--- src/rtl/core/yolo_row_decoder_defines.svh ---
// ----------------------------------------------------------------------------
// YOLO row decoder assertion macros
// Shared concurrent assertion helpers for the row decoder RTL.
// ----------------------------------------------------------------------------
`ifndef YOLO_ROW_DECODER_DEFINES_SVH
`define YOLO_ROW_DECODER_DEFINES_SVH

`ifndef SYNTHESIS

// The property must hold at every clock edge outside reset.
`define YRD_ASSERT(lbl, clk, rst_n, prop, msg) \
    lbl: assert property (@(posedge clk) disable iff (!rst_n) (prop)) else $error(msg);

// The expression must never be true outside reset.
`define YRD_ASSERT_NEVER(lbl, clk, rst_n, expr, msg) \
    lbl: assert property (@(posedge clk) disable iff (!rst_n) !(expr)) else $error(msg);

`else

`define YRD_ASSERT(lbl, clk, rst_n, prop, msg)
`define YRD_ASSERT_NEVER(lbl, clk, rst_n, expr, msg)

`endif

`endif

--- src/rtl/core/yrd_pkg.sv ---
// ----------------------------------------------------------------------------
// YOLO row decoder package
// Widths, register indexes, shared structures and the pixel scaling function.
// ----------------------------------------------------------------------------
package yrd_pkg;

    localparam int ELEM_W     = 16;
    localparam int PIX_W      = 13;
    localparam int POS_W      = 14;
    localparam int CLASS_W    = 8;
    localparam int COUNT_W    = 9;
    localparam int FRAC_BITS  = 16;
    localparam int BOX_FIELDS = 5;
    localparam int PROD_W     = ELEM_W + PIX_W;
    localparam int CFG_IDX_W  = 8;
    localparam int CFG_DATA_W = 16;

    // Largest row position: four box elements after the first plus 255 classes.
    localparam logic [COUNT_W-1:0] COUNT_MAX = COUNT_W'(BOX_FIELDS - 1 + 255);

    localparam logic [CFG_IDX_W-1:0] CFG_THRESHOLD   = CFG_IDX_W'(0);
    localparam logic [CFG_IDX_W-1:0] CFG_IMAGE_W     = CFG_IDX_W'(1);
    localparam logic [CFG_IDX_W-1:0] CFG_IMAGE_H     = CFG_IDX_W'(2);
    localparam logic [CFG_IDX_W-1:0] CFG_NUM_CLASSES = CFG_IDX_W'(3);

    localparam logic [ELEM_W-1:0]  RST_THRESHOLD   = ELEM_W'(32768);
    localparam logic [PIX_W-1:0]   RST_IMAGE_SIZE  = PIX_W'(416);
    localparam logic [CLASS_W-1:0] RST_NUM_CLASSES = CLASS_W'(80);

    typedef struct packed {
        logic [ELEM_W-1:0]  threshold;
        logic [PIX_W-1:0]   image_w;
        logic [PIX_W-1:0]   image_h;
        logic [CLASS_W-1:0] num_classes;
    } t_cfg;

    typedef struct packed {
        logic [ELEM_W-1:0]  cx;
        logic [ELEM_W-1:0]  cy;
        logic [ELEM_W-1:0]  w;
        logic [ELEM_W-1:0]  h;
        logic [ELEM_W-1:0]  score;
        logic [CLASS_W-1:0] cls;
    } t_cand;

    // Scales a fraction by an image size, truncating and saturating to the pixel range.
    function automatic logic [PIX_W-1:0] to_pixels(input logic [ELEM_W-1:0] raw,
                                                   input logic [PIX_W-1:0] size);
        logic [PROD_W-1:0] prod;
        logic [PROD_W-1:0] shifted;
        prod    = PROD_W'(raw) * PROD_W'(size);
        shifted = prod >> FRAC_BITS;
        if (shifted[PROD_W-1:PIX_W] != '0) begin
            return '1;
        end else begin
            return shifted[PIX_W-1:0];
        end
    endfunction

endpackage

--- src/rtl/core/yolo_row_decoder.sv ---
// Once the last word of a row is taken, its box passes the candidate and pixel registers to the output register.
// Throughput: one element per cycle while o_in_ready is high.
// Detections wait in a candidate, a pixel and an output register, so input
// flow stalls only when all three are full and the output is held.
// Reset: threshold 32768, image size 416 x 416, 80 classes, row position 0.
// ----------------------------------------------------------------------------
// YOLO row decoder
// Decodes a streamed detector row into at most one thresholded pixel box.
// ----------------------------------------------------------------------------
module yolo_row_decoder (
    input  logic                               i_clk,
    input  logic                               i_rst_n,
    input  logic                               i_in_valid,
    output logic                               o_in_ready,
    input  logic [yrd_pkg::ELEM_W-1:0]         i_element_value,
    output logic                               o_out_valid,
    input  logic                               i_out_ready,
    output logic signed [yrd_pkg::POS_W-1:0]   o_box_left,
    output logic signed [yrd_pkg::POS_W-1:0]   o_box_top,
    output logic [yrd_pkg::PIX_W-1:0]          o_box_width,
    output logic [yrd_pkg::PIX_W-1:0]          o_box_height,
    output logic [yrd_pkg::ELEM_W-1:0]         o_box_score,
    output logic [yrd_pkg::CLASS_W-1:0]        o_box_class,
    input  logic                               i_cfg_valid,
    output logic                               o_cfg_ready,
    input  logic [yrd_pkg::CFG_IDX_W-1:0]      i_cfg_index,
    input  logic [yrd_pkg::CFG_DATA_W-1:0]     i_cfg_data
);

    yrd_pkg::t_cfg  r_cfg;
    yrd_pkg::t_cand cand;
    logic           cand_valid;
    logic           cand_ready;

    assign o_cfg_ready = 1'b1;

    always_ff @(posedge i_clk) begin
        if (!i_rst_n) begin
            r_cfg.threshold   <= yrd_pkg::RST_THRESHOLD;
            r_cfg.image_w     <= yrd_pkg::RST_IMAGE_SIZE;
            r_cfg.image_h     <= yrd_pkg::RST_IMAGE_SIZE;
            r_cfg.num_classes <= yrd_pkg::RST_NUM_CLASSES;
        end else if (i_cfg_valid) begin
            unique case (i_cfg_index)
                yrd_pkg::CFG_THRESHOLD:   r_cfg.threshold   <= i_cfg_data;
                yrd_pkg::CFG_IMAGE_W:     r_cfg.image_w     <= i_cfg_data[yrd_pkg::PIX_W-1:0];
                yrd_pkg::CFG_IMAGE_H:     r_cfg.image_h     <= i_cfg_data[yrd_pkg::PIX_W-1:0];
                yrd_pkg::CFG_NUM_CLASSES: r_cfg.num_classes <= i_cfg_data[yrd_pkg::CLASS_W-1:0];
                default: ;
            endcase
        end
    end

    yrd_row_tracker u_tracker (
        .i_clk        (i_clk),
        .i_rst_n      (i_rst_n),
        .i_valid      (i_in_valid),
        .o_ready      (o_in_ready),
        .i_value      (i_element_value),
        .i_cfg        (r_cfg),
        .o_cand_valid (cand_valid),
        .i_cand_ready (cand_ready),
        .o_cand       (cand)
    );

    yrd_box_scaler u_scaler (
        .i_clk        (i_clk),
        .i_rst_n      (i_rst_n),
        .i_cand_valid (cand_valid),
        .o_cand_ready (cand_ready),
        .i_cand       (cand),
        .i_cfg        (r_cfg),
        .o_out_valid  (o_out_valid),
        .i_out_ready  (i_out_ready),
        .o_box_left   (o_box_left),
        .o_box_top    (o_box_top),
        .o_box_width  (o_box_width),
        .o_box_height (o_box_height),
        .o_box_score  (o_box_score),
        .o_box_class  (o_box_class)
    );

endmodule

--- src/rtl/core/yrd_row_tracker.sv ---
// ----------------------------------------------------------------------------
// YOLO row tracker
// Follows the position in a row, keeps the box elements and the first best
// class score, and hands a passing detection on as a candidate.
// ----------------------------------------------------------------------------
`include "yolo_row_decoder_defines.svh"

module yrd_row_tracker (
    input  logic                           i_clk,
    input  logic                           i_rst_n,
    input  logic                           i_valid,
    output logic                           o_ready,
    input  logic [yrd_pkg::ELEM_W-1:0]     i_value,
    input  yrd_pkg::t_cfg                  i_cfg,
    output logic                           o_cand_valid,
    input  logic                           i_cand_ready,
    output yrd_pkg::t_cand                 o_cand
);

    logic [yrd_pkg::COUNT_W-1:0] r_count;
    logic [yrd_pkg::ELEM_W-1:0]  r_cx, r_cy, r_w, r_h, r_obj;
    logic [yrd_pkg::ELEM_W-1:0]  r_best_score;
    logic [yrd_pkg::CLASS_W-1:0] r_best_index;
    logic                        r_cand_valid;
    yrd_pkg::t_cand              r_cand;

    logic                        accept;
    logic                        cand_take;
    logic [yrd_pkg::CLASS_W-1:0] nc;
    logic [yrd_pkg::COUNT_W-1:0] last;
    logic [yrd_pkg::COUNT_W-1:0] k;
    logic                        is_box;
    logic                        row_end;
    logic                        take_best;
    logic [yrd_pkg::ELEM_W-1:0]  n_best_score;
    logic [yrd_pkg::CLASS_W-1:0] n_best_index;
    logic                        pass;
    logic                        n_cand_valid;

    assign cand_take = r_cand_valid && i_cand_ready;
    assign o_ready   = !r_cand_valid || i_cand_ready;
    assign accept    = i_valid && o_ready;

    // A class count of zero behaves as one class.
    assign nc      = (i_cfg.num_classes == '0) ? yrd_pkg::CLASS_W'(1) : i_cfg.num_classes;
    assign last    = yrd_pkg::COUNT_W'(yrd_pkg::BOX_FIELDS - 1) + yrd_pkg::COUNT_W'(nc);
    assign is_box  = r_count < yrd_pkg::COUNT_W'(yrd_pkg::BOX_FIELDS);
    assign k       = r_count - yrd_pkg::COUNT_W'(yrd_pkg::BOX_FIELDS);
    assign row_end = !is_box && (r_count >= last);

    // Equal later scores leave the earlier best in place.
    assign take_best    = (k == '0) || (i_value > r_best_score);
    assign n_best_score = take_best ? i_value : r_best_score;
    assign n_best_index = take_best ? k[yrd_pkg::CLASS_W-1:0] : r_best_index;
    assign pass         = (r_obj > i_cfg.threshold) && (n_best_score > i_cfg.threshold);

    // A new candidate can only be loaded when the old one leaves or none is held.
    assign n_cand_valid = (r_cand_valid && !cand_take) || (accept && row_end && pass);

    always_ff @(posedge i_clk) begin
        if (!i_rst_n) begin
            r_count      <= '0;
            r_cand_valid <= 1'b0;
        end else begin
            r_cand_valid <= n_cand_valid;
            if (accept) begin
                if (is_box) begin
                    unique case (r_count[2:0])
                        3'd0:    r_cx  <= i_value;
                        3'd1:    r_cy  <= i_value;
                        3'd2:    r_w   <= i_value;
                        3'd3:    r_h   <= i_value;
                        default: r_obj <= i_value;
                    endcase
                    r_count <= r_count + 1'b1;
                end else begin
                    r_best_score <= n_best_score;
                    r_best_index <= n_best_index;
                    if (row_end) begin
                        r_count <= '0;
                        if (pass) begin
                            r_cand.cx    <= r_cx;
                            r_cand.cy    <= r_cy;
                            r_cand.w     <= r_w;
                            r_cand.h     <= r_h;
                            r_cand.score <= n_best_score;
                            r_cand.cls   <= n_best_index;
                        end
                    end else begin
                        r_count <= r_count + 1'b1;
                    end
                end
            end
        end
    end

    assign o_cand_valid = r_cand_valid;
    assign o_cand       = r_cand;

    `YRD_ASSERT_NEVER(a_count_range, i_clk, i_rst_n, r_count > yrd_pkg::COUNT_MAX,
                      "row position beyond the longest row")
    `YRD_ASSERT(a_cand_from_accept, i_clk, i_rst_n, $rose(r_cand_valid) |-> $past(accept),
                "candidate appeared without an accepted element")
    `YRD_ASSERT(a_row_restart, i_clk, i_rst_n, (accept && row_end) |=> (r_count == '0),
                "row position not cleared after the last element")

endmodule

--- src/rtl/core/yrd_box_scaler.sv ---
// ----------------------------------------------------------------------------
// YOLO box scaler
// Converts a candidate to pixel units in one stage and forms the left and
// top corner in the output register stage.
// ----------------------------------------------------------------------------
module yrd_box_scaler (
    input  logic                               i_clk,
    input  logic                               i_rst_n,
    input  logic                               i_cand_valid,
    output logic                               o_cand_ready,
    input  yrd_pkg::t_cand                     i_cand,
    input  yrd_pkg::t_cfg                      i_cfg,
    output logic                               o_out_valid,
    input  logic                               i_out_ready,
    output logic signed [yrd_pkg::POS_W-1:0]   o_box_left,
    output logic signed [yrd_pkg::POS_W-1:0]   o_box_top,
    output logic [yrd_pkg::PIX_W-1:0]          o_box_width,
    output logic [yrd_pkg::PIX_W-1:0]          o_box_height,
    output logic [yrd_pkg::ELEM_W-1:0]         o_box_score,
    output logic [yrd_pkg::CLASS_W-1:0]        o_box_class
);

    typedef struct packed {
        logic [yrd_pkg::PIX_W-1:0]   cx;
        logic [yrd_pkg::PIX_W-1:0]   cy;
        logic [yrd_pkg::PIX_W-1:0]   w;
        logic [yrd_pkg::PIX_W-1:0]   h;
        logic [yrd_pkg::ELEM_W-1:0]  score;
        logic [yrd_pkg::CLASS_W-1:0] cls;
    } t_pix;

    logic  r_pix_valid;
    t_pix  r_pix;
    logic  r_out_valid;
    logic  out_free;
    logic  pix_free;
    logic signed [yrd_pkg::POS_W-1:0] n_left;
    logic signed [yrd_pkg::POS_W-1:0] n_top;

    assign out_free     = !r_out_valid || i_out_ready;
    assign pix_free     = !r_pix_valid || out_free;
    assign o_cand_ready = pix_free;

    // Halves are truncated before the subtraction.
    assign n_left = signed'({1'b0, r_pix.cx}) - signed'({2'b00, r_pix.w[yrd_pkg::PIX_W-1:1]});
    assign n_top  = signed'({1'b0, r_pix.cy}) - signed'({2'b00, r_pix.h[yrd_pkg::PIX_W-1:1]});

    always_ff @(posedge i_clk) begin
        if (!i_rst_n) begin
            r_pix_valid <= 1'b0;
            r_out_valid <= 1'b0;
        end else begin
            if (pix_free) begin
                r_pix_valid <= i_cand_valid;
            end
            if (out_free) begin
                r_out_valid <= r_pix_valid;
            end
        end
    end

    always_ff @(posedge i_clk) begin
        if (pix_free && i_cand_valid) begin
            r_pix.cx    <= yrd_pkg::to_pixels(i_cand.cx, i_cfg.image_w);
            r_pix.cy    <= yrd_pkg::to_pixels(i_cand.cy, i_cfg.image_h);
            r_pix.w     <= yrd_pkg::to_pixels(i_cand.w, i_cfg.image_w);
            r_pix.h     <= yrd_pkg::to_pixels(i_cand.h, i_cfg.image_h);
            r_pix.score <= i_cand.score;
            r_pix.cls   <= i_cand.cls;
        end
        if (out_free && r_pix_valid) begin
            o_box_left   <= n_left;
            o_box_top    <= n_top;
            o_box_width  <= r_pix.w;
            o_box_height <= r_pix.h;
            o_box_score  <= r_pix.score;
            o_box_class  <= r_pix.cls;
        end
    end

    assign o_out_valid = r_out_valid;

endmodule

--- config.mk ---
export PLATFORM = sky130hd
export DESIGN_NAME = yolo_row_decoder
export DESIGN_NICKNAME = d
export VERILOG_FILES = /design/src/rtl/core/yrd_pkg.sv /design/src/rtl/core/yolo_row_decoder.sv /design/src/rtl/core/yrd_row_tracker.sv /design/src/rtl/core/yrd_box_scaler.sv
export VERILOG_INCLUDE_DIRS = /design/src /design/src/rtl/core
export SDC_FILE = /design/constraint.sdc
export NUM_CORES = 2
export LEC_CHECK = 0
export ABC_AREA = 1
export BUFFER_PORTS_ARGS = -buffer_cell sky130_fd_sc_hd__buf_2
export CAP_MARGIN = 25
export CORE_MARGIN = 1
export CORE_UTILIZATION = 65
export CTS_BUF_LIST = sky130_fd_sc_hd__clkbuf_16
export DETAILED_ROUTE_END_ITERATION = 8
export MAX_ROUTING_LAYER = met4
export PLACE_DENSITY_LB_ADDON = 0.05
export SETUP_SLACK_MARGIN = 0.15
export SLEW_MARGIN = 0
export SYNTH_ARGS = -nofsm -noshare
export SYNTH_HDL_FRONTEND = slang
export SYNTH_SLANG_ARGS = --single-unit
--- constraint.sdc ---
create_clock -name i_clk -period 7 [get_ports i_clk]
set_clock_uncertainty 0.15 [all_clocks]
set_input_delay 1.05 -clock i_clk [delete_from_list [all_inputs] [get_ports i_clk]]
set_output_delay 1.05 -clock i_clk [all_outputs]
set_load 0.005 [all_outputs]
Word level (Yosys, flattened, before mapping)
Cells that the tools add are included.
{"block": "totals", "register_bits": 408, "latch_bits": 0, "mem_bits_rw": 0, "romBits": 0, "inputBits": 45, "output_inout_bits": 81, "n_memories": 0}
{"block": "classes", "add_sub_neg": 5, "multipliers": 4, "n_div": 0, "magnitude_cmp": 5, "n_eq_ne": 6, "shift": 0, "mux": 5, "n_bitwise": 2, "n_reduce_logical": 34}
{"op": "$mul 16x13->29", "count": 4}
{"op": "$gt 16x16->1", "count": 3}
{"op": "$sub 13x12->14", "count": 2}
{"op": "$reduce_and 4->1", "count": 5}
{"op": "$mux 9", "count": 2}
{"op": "$eq 8x2->1 const B", "count": 2}
{"op": "$logic_not 8->1", "count": 2}
{"op": "$mux 16", "count": 1}
{"op": "$mux 8", "count": 2}
{"op": "$add 3x8->9 const A", "count": 1}
{"op": "$add 9x1->9 const B", "count": 1}
{"op": "$ge 9x9->1", "count": 1}
{"op": "$logic_not 9->1", "count": 1}
{"op": "$lt 9x3->1 const B", "count": 1}
{"op": "$sub 9x3->9 const B", "count": 1}
{"op": "$eq 8x1->1 const B", "count": 1}
{"op": "$logic_and 1x1->1", "count": 8}
{"op": "$reduce_and 2->1", "count": 4}
{"op": "$eq 3x2->1 const B", "count": 2}
{"op": "$logic_not 1->1", "count": 5}
{"op": "$logic_or 1x1->1", "count": 5}
{"op": "$reduce_and 5->1", "count": 1}
{"op": "$reduce_or 4->1", "count": 1}
{"op": "$eq 3x1->1 const B", "count": 1}
{"op": "other kinds (3)", "count": 4}

Depth between registers and ports, before layout
{"block": "logic_depth", "depth_word": 8, "mapped_depth": 26, "ltp_nobuf": 25}

Modules after synthesis
A second synthesis with hierarchy kept.
{"block": "unflattened", "cells_unflattened": 5309, "hier_area_um2": 44636.6}
{"mod": "yrd_box_scaler", "instances": 1, "cells_per_inst": 4355, "area_each_um2": 34016.4, "seq_area_each_um2": 4664.5}
{"mod": "yrd_row_tracker", "instances": 1, "cells_per_inst": 653, "area_each_um2": 8489.4, "seq_area_each_um2": 5965.7}
{"mod": "yolo_row_decoder", "instances": 1, "cells_per_inst": 301, "area_each_um2": 2130.8, "seq_area_each_um2": 1001.0}

Least setup slack after synthesis
OpenSTA, ideal clock, no wires.
{"block": "synth_path", "path_kind": "in2reg", "startpoint": "input i_element_value[9] (netlist bit)", "endpoint": "register u_tracker.r_cand, in the netlist u_tracker.o_cand[0], enable pin", "setup_ns": 0.442, "arrival_time_ns": 4.969, "path_slack_ns": 1.439, "cell_stages": 20, "path_buffers": 1, "path_cell_list": "ha_1 > nand2_1 > inv_1 > o21ai_0 > a21oi_1 > nor2_1 > nand2_1 > nand2_1 > clkbuf_1 > nand3_1 > nand2_1 > ha_1 > nand2_1 > nor2_1 > and2_1 > nand4_1 > nand2_1 > nor2_1 > nand4_1 > inv_1"}
{"block": "synth_via", "elab_chain_len": 6}
{"element": "from (decl)", "line": "yolo_row_decoder.sv:15", "text": "input logic [yrd_pkg::ELEM_W-1:0] i_element_value,"}
{"element": "$gt 16x16->1", "line": "yrd_row_tracker.sv:52", "text": "assign take_best = (k == '0) || (i_value > r_best_score);"}
{"element": "$logic_or 1x1->1", "line": "yrd_row_tracker.sv:52"}
{"element": "$mux 16", "line": "yrd_row_tracker.sv:53", "text": "assign n_best_score = take_best ? i_value : r_best_score;"}
{"element": "named net u_tracker.n_best_score (one bit)", "line": "yrd_row_tracker.sv:35", "text": "logic [yrd_pkg::ELEM_W-1:0] n_best_score;"}
{"element": "$gt 16x16->1", "line": "yrd_row_tracker.sv:55", "text": "assign pass = (r_obj > i_cfg.threshold) && (n_best_score > i_cfg.threshold);"}
{"element": "$logic_and 1x1->1", "line": "yrd_row_tracker.sv:55"}
{"element": "$reduce_and 5->1 (no source line)"}
{"element": "to (decl)", "line": "yrd_row_tracker.sv:25", "text": "yrd_pkg::t_cand r_cand;"}
The timed path passes the listed nets, and every way through them passes these cells.
A chain may end at the register's enable or synchronous reset.

Final worst setup path
{"block": "layout_path", "startpoint": "register r_cfg[29] (netlist bit)", "endpoint": "register u_scaler.r_pix[49] (netlist bit) (data pin)"}
{"block": "layout_via", "elab_chain_len": 1}
{"element": "from (decl)", "line": "yolo_row_decoder.sv:30", "text": "yrd_pkg::t_cfg r_cfg;"}
{"element": "$mul 16x13->29", "line": "yrd_pkg.sv:51", "text": "prod = PROD_W'(raw) * PROD_W'(size);"}
{"element": "to (decl)", "line": "yrd_box_scaler.sv:33", "text": "t_pix r_pix;"}
No other way between the ends.

==> flow_results.xml <==
<?xml version="1.0" encoding="UTF-8"?>
<metrics>
  <group name="final_layout">
    <metric name="fill_cells" unit="">5396</metric>
    <metric name="layout-drive-gt1-share" unit="%">4.91</metric>
    <metric name="final_nets" unit="">6227</metric>
    <metric name="antenna_cells_inserted" unit="">0</metric>
    <metric name="area_growth_syn_to_layout" unit="%">6.61</metric>
    <metric name="design_area" unit="sq um">46900</metric>
  </group>
  <group name="synthesis">
    <metric name="postSynth.asyncResetShare" unit="%">0</metric>
    <metric name="synth.distinct_cells" unit="">41</metric>
    <metric name="synth_enable_flop_cells" unit="">346</metric>
    <metric name="ys_seq_elements" unit="">408</metric>
    <metric name="proportion_of_synthesized_chip_area_in_sequential_cells" unit="%">26.4</metric>
    <metric name="synth_area" unit="sq um">44000</metric>
    <metric name="syn_avg_cell_area" unit="sq um">8.51</metric>
    <metric name="yosys_warnings" unit="">0</metric>
    <metric name="postSynthNetCount" unit="">6196</metric>
    <metric name="synthesis.instances" unit="">5167</metric>
    <metric name="ys_dominant_reg_cell" unit="">sky130_fd_sc_hd__edfxtp_1</metric>
  </group>
  <group name="die">
    <metric name="die_height" unit="microns">262</metric>
    <metric name="ios" unit="">126</metric>
    <metric name="initial_core_util" unit="%">65.6</metric>
    <metric name="cell_rows" unit="">95</metric>
    <metric name="floorplan.core_area" unit="sq um">67000</metric>
    <metric name="die_x" unit="microns">262</metric>
    <metric name="fp.dieArea" unit="sq um">68700</metric>
  </group>
  <group name="setup_path">
    <metric name="endpoint_kind" unit="">flop</metric>
    <metric name="cp_data_required_time" unit="ps">7170</metric>
    <metric name="r2r_slack" unit="ps">950</metric>
    <metric name="r2r-start" unit="">r_cfg[29]</metric>
    <metric name="crit_path_start_kind" unit="">flop</metric>
    <metric name="critical-path-max-stage-delay" unit="ps">1010</metric>
    <metric name="crit_path_cell_trace" unit="">buf_4, nand2_1, inv_1, fa_1, fa_1, fa_1, fa_1, inv_1, fa_1, inv_1, ha_1, a21oi_1, o21ai_0, a21oi_1, nor2_1, nor2_1, nand2_1, nand2_1, nand2_1</metric>
    <metric name="worstSetupPathType" unit="">reg -&gt; reg</metric>
    <metric name="worst_path_cell_with_the_longest_stage_delay" unit="">sky130_fd_sc_hd__dfxtp_1</metric>
    <metric name="reg2regPathDepth" unit="">19</metric>
    <metric name="cp_data_arrival_time" unit="ps">6220</metric>
    <metric name="worst_r2r_endpoint" unit="">u_scaler.r_pix[49]</metric>
    <metric name="critPathMostFrequentCell" unit="">sky130_fd_sc_hd__fa_1</metric>
    <metric name="critPathMaxFanout" unit="">21</metric>
  </group>
  <group name="sta">
    <metric name="final_hold_violations" unit="">0</metric>
    <metric name="report.final.slew_viol_count" unit="">0</metric>
    <metric name="timing_worst_slew_pin_value" unit="ps">1060</metric>
    <metric name="period_needed" unit="ps">6050</metric>
    <metric name="post-route-period-util" unit="%">86.4</metric>
    <metric name="totalNegativeSetupSlack" unit="ps">0</metric>
    <metric name="setup_repair_after_global_routing_missed_its_margin" unit="">no</metric>
    <metric name="achievable_frequency" unit="MHz">165</metric>
    <metric name="finalSetupViolCount" unit="">0</metric>
    <metric name="timing.max_slew.rel_slack" unit="%">29.4</metric>
  </group>
  <group name="clocking">
    <metric name="cts_hold_buf" unit="">0</metric>
    <metric name="ctsRootBufferMaster" unit="">sky130_fd_sc_hd__clkbuf_16</metric>
    <metric name="cts.path.max_buffers" unit="">3</metric>
    <metric name="clock_tree_from_tritoncts" unit="">built</metric>
    <metric name="worstSkewPairLatency" unit="ps">630</metric>
    <metric name="cts-resized-gates" unit="">0</metric>
    <metric name="cts_setup_buffers" unit="">0</metric>
    <metric name="cts_max_level" unit="">2</metric>
    <metric name="clk_pin_slew_worst_paths" unit="ps">80</metric>
    <metric name="cts_made_buffers" unit="">44</metric>
    <metric name="sinks_on_the_clock_net" unit="">408</metric>
  </group>
  <group name="routing">
    <metric name="detail_route.drc_violations" unit="">0</metric>
    <metric name="antenna_left" unit="">0</metric>
    <metric name="num_vias" unit="">32700</metric>
    <metric name="wl_per_cell" unit="microns">17.4</metric>
    <metric name="drt_pass1_iterations" unit="">5</metric>
    <metric name="first_iter_violations" unit="">2470</metric>
    <metric name="routed_wl" unit="microns">107000</metric>
    <metric name="post_drt_via_cell_ratio" unit="">5.36</metric>
  </group>
  <group name="placed_design">
    <metric name="place_congestion" unit="">0.945</metric>
    <metric name="estimated_wirelength_of_the_detail_placed_design" unit="microns">83900</metric>
    <metric name="place_area" unit="sq um">45400</metric>
    <metric name="place.port_buffers" unit="">124</metric>
  </group>
  <group name="global_route">
    <metric name="grt_first_pass_wirelength" unit="microns">171000</metric>
    <metric name="antenna_found_initial" unit="">2</metric>
    <metric name="track_usage" unit="%">33.2</metric>
    <metric name="grt_pass1_vias" unit="">33000</metric>
    <metric name="overflow" unit="">0</metric>
    <metric name="largest_net_degree_at_the_start_of_global_routing" unit="">61</metric>
  </group>
  <group name="power">
    <metric name="irDropWorstVdd" unit="mV">0.232</metric>
    <metric name="total_power" unit="mW">5.37</metric>
    <metric name="total_leakage_power" unit="nW">25.7</metric>
    <metric name="power_density" unit="nW/um^2">115</metric>
  </group>
  <group name="worst_hold_path">
    <metric name="hold_path_startpoint" unit="">u_tracker.r_w[5]</metric>
    <metric name="hold_end" unit="">u_tracker.o_cand[45]</metric>
    <metric name="worst_hold_path.num_cells" unit="">0</metric>
    <metric name="hp-class" unit="">reg -&gt; reg</metric>
  </group>
  <group name="job">
    <metric name="max_cap_viol_count" unit="">0</metric>
  </group>
  <group name="run_status">
    <metric name="status" unit="">complete, no violations</metric>
  </group>
</metrics>
[sequential cells by signal, indices dropped and copies added, names as in the netlist]
register	flops
u_tracker.o_cand	88
u_scaler.r_pix	76
r_cfg	50
u_scaler.o_box_score	16
u_tracker.r_best_score	16
u_tracker.r_cx	16
u_tracker.r_cy	16
u_tracker.r_h	16
u_tracker.r_obj	16
u_tracker.r_w	16
u_scaler.o_box_left	14
u_scaler.o_box_top	14
u_scaler.o_box_height	13
u_scaler.o_box_width	13
u_tracker.r_count	9
u_scaler.o_box_class	8
u_tracker.r_best_index	8
u_scaler.o_out_valid	1
u_scaler.r_pix_valid	1
u_tracker.o_cand_valid	1
[worst max-delay path, delay by kind of cell, from the launching register on]
kind,cells,cell delay (ps)
fa+ha+maj,6,2890
flops,1,1010
compound gates,3,720
simple gates,6,450
buf+inv,4,520
[Yosys cell counts, drive strengths merged, types with 10 or more instances]
master	instances	share of area, %
fa	614	28
dfxtp	62	2.8
inv	1388	12
buf	65	0.61
xor2	34	0.68
o21bai	15	0.26
ha	370	11
nand4	37	0.56
o21ai	116	1.3
a21o	12	0.20
nor2	226	1.9
o211ai	12	0.20
a21oi	172	2.0
clkbuf	121	1.0
nor4	10	0.14
xnor2	15	0.30
a21boi	10	0.17
nor3	30	0.34
edfxtp	346	24
nand2	1348	12
nand3	132	1.5
[logic make-up (layout without fill, tap and decap cells)]
| logic type | Yosys count | in the layout | synth area share (%) |
|---|---|---|---|
| adders and majority gates | 984 | 984 | 38.5 |
| xor gates and xnor gates | 49 | 49 | 0.975 |
| and+or+nand+nor | 1801 | 1801 | 16.3 |
| other | 1 | 1 | 0.00852 |
| AOI/OAI and AO/OA | 350 | 350 | 4.34 |
| buffers and inverters | 1574 | 1640 | 13.5 |
| DFF | 408 | 408 | 26.4 |
[cells in the final DEF, fill, tap and decap left out, types with 6 or more instances in the layout]
cell,netlist,layout
sky130_fd_sc_hd__edfxtp_1,346,346
sky130_fd_sc_hd__nand3_1,132,132
sky130_fd_sc_hd__a21o_1,12,12
sky130_fd_sc_hd__inv_1,1387,1390
sky130_fd_sc_hd__nor4_1,10,10
sky130_fd_sc_hd__xnor2_1,15,15
sky130_fd_sc_hd__clkbuf_16,0,45
sky130_fd_sc_hd__nand2_1,1346,1346
sky130_fd_sc_hd__ha_1,370,370
sky130_fd_sc_hd__o21ai_0,114,114
sky130_fd_sc_hd__buf_2,4,124
sky130_fd_sc_hd__nand4_1,36,36
sky130_fd_sc_hd__clkinv_2,0,12
sky130_fd_sc_hd__o211ai_1,12,12
sky130_fd_sc_hd__dfxtp_1,62,61
sky130_fd_sc_hd__nor3_1,30,29
sky130_fd_sc_hd__o21a_1,7,7
sky130_fd_sc_hd__clkinv_1,0,8
sky130_fd_sc_hd__xor2_1,34,34
sky130_fd_sc_hd__a21oi_1,172,171
sky130_fd_sc_hd__fa_1,614,614
sky130_fd_sc_hd__or2_2,6,6
sky130_fd_sc_hd__buf_4,1,44
sky130_fd_sc_hd__o21bai_1,15,15
sky130_fd_sc_hd__nand3b_1,7,7
sky130_fd_sc_hd__nor2_1,225,224
sky130_fd_sc_hd__a21boi_0,10,10
[power by group]
| group | internal [mW] | switching [mW] |
|---|---|---|
| Sequential | 2.64 | 0.00826 |
| Clock | 1.34 | 1.07 |
| Combinational | 0.101 | 0.218 |
| Total | 4.08 | 1.29 |
[worst max-delay path by stage]
stage               depth (start not counted)  slack, ps             endpoint               start
floorplan                                  20       1440  u_tracker.o_cand[0]  i_element_value[9]
global placement                           18       1200   u_scaler.r_pix[74]           r_cfg[28]
detailed placement                         19       1110   u_scaler.r_pix[49]           r_cfg[29]
CTS                                        19       1050   u_scaler.r_pix[49]           r_cfg[29]
global route                               19        690   u_scaler.r_pix[49]           r_cfg[29]
finish                                     19        950   u_scaler.r_pix[49]           r_cfg[29]
[per-layer routing]
layer  vias to the layer above  wire length [microns]  GRT usage [%]
met4                         0                   3240           10.2
met2                      1137                  49600           52.3
met1                     15900                  46000           44.7
met3                       180                   7720           4.76
li1                      15500                      -              -
met5                         -                      0              -
[metrics by stage]
stage	worst slack [ps]	cells	hold WS (ps)	utilization [%]
finish	953	6106	249	70.0
global route	689	6106	269	70.0
CTS	1050	6106	260	70.0
detailed placement	1110	6025	255	67.7
global placement	1200	6023	250	67.7
floorplan	1440	5167	250	-
[cell type report]
cell class                      count  area, sq um  area share, %
Sequential cell                   408        11600           24.8
Timing Repair Buffer              171         1030           2.19
Tap cell                          873         1090           2.33
Clock buffer                       45         1130           2.40
Multi-Input combinational cell   3185        26500           56.4
Inverter                         1388         5210           11.1
Clock inverter                     36          363          0.774
Note: power is estimated with default switching activity, not from simulation.
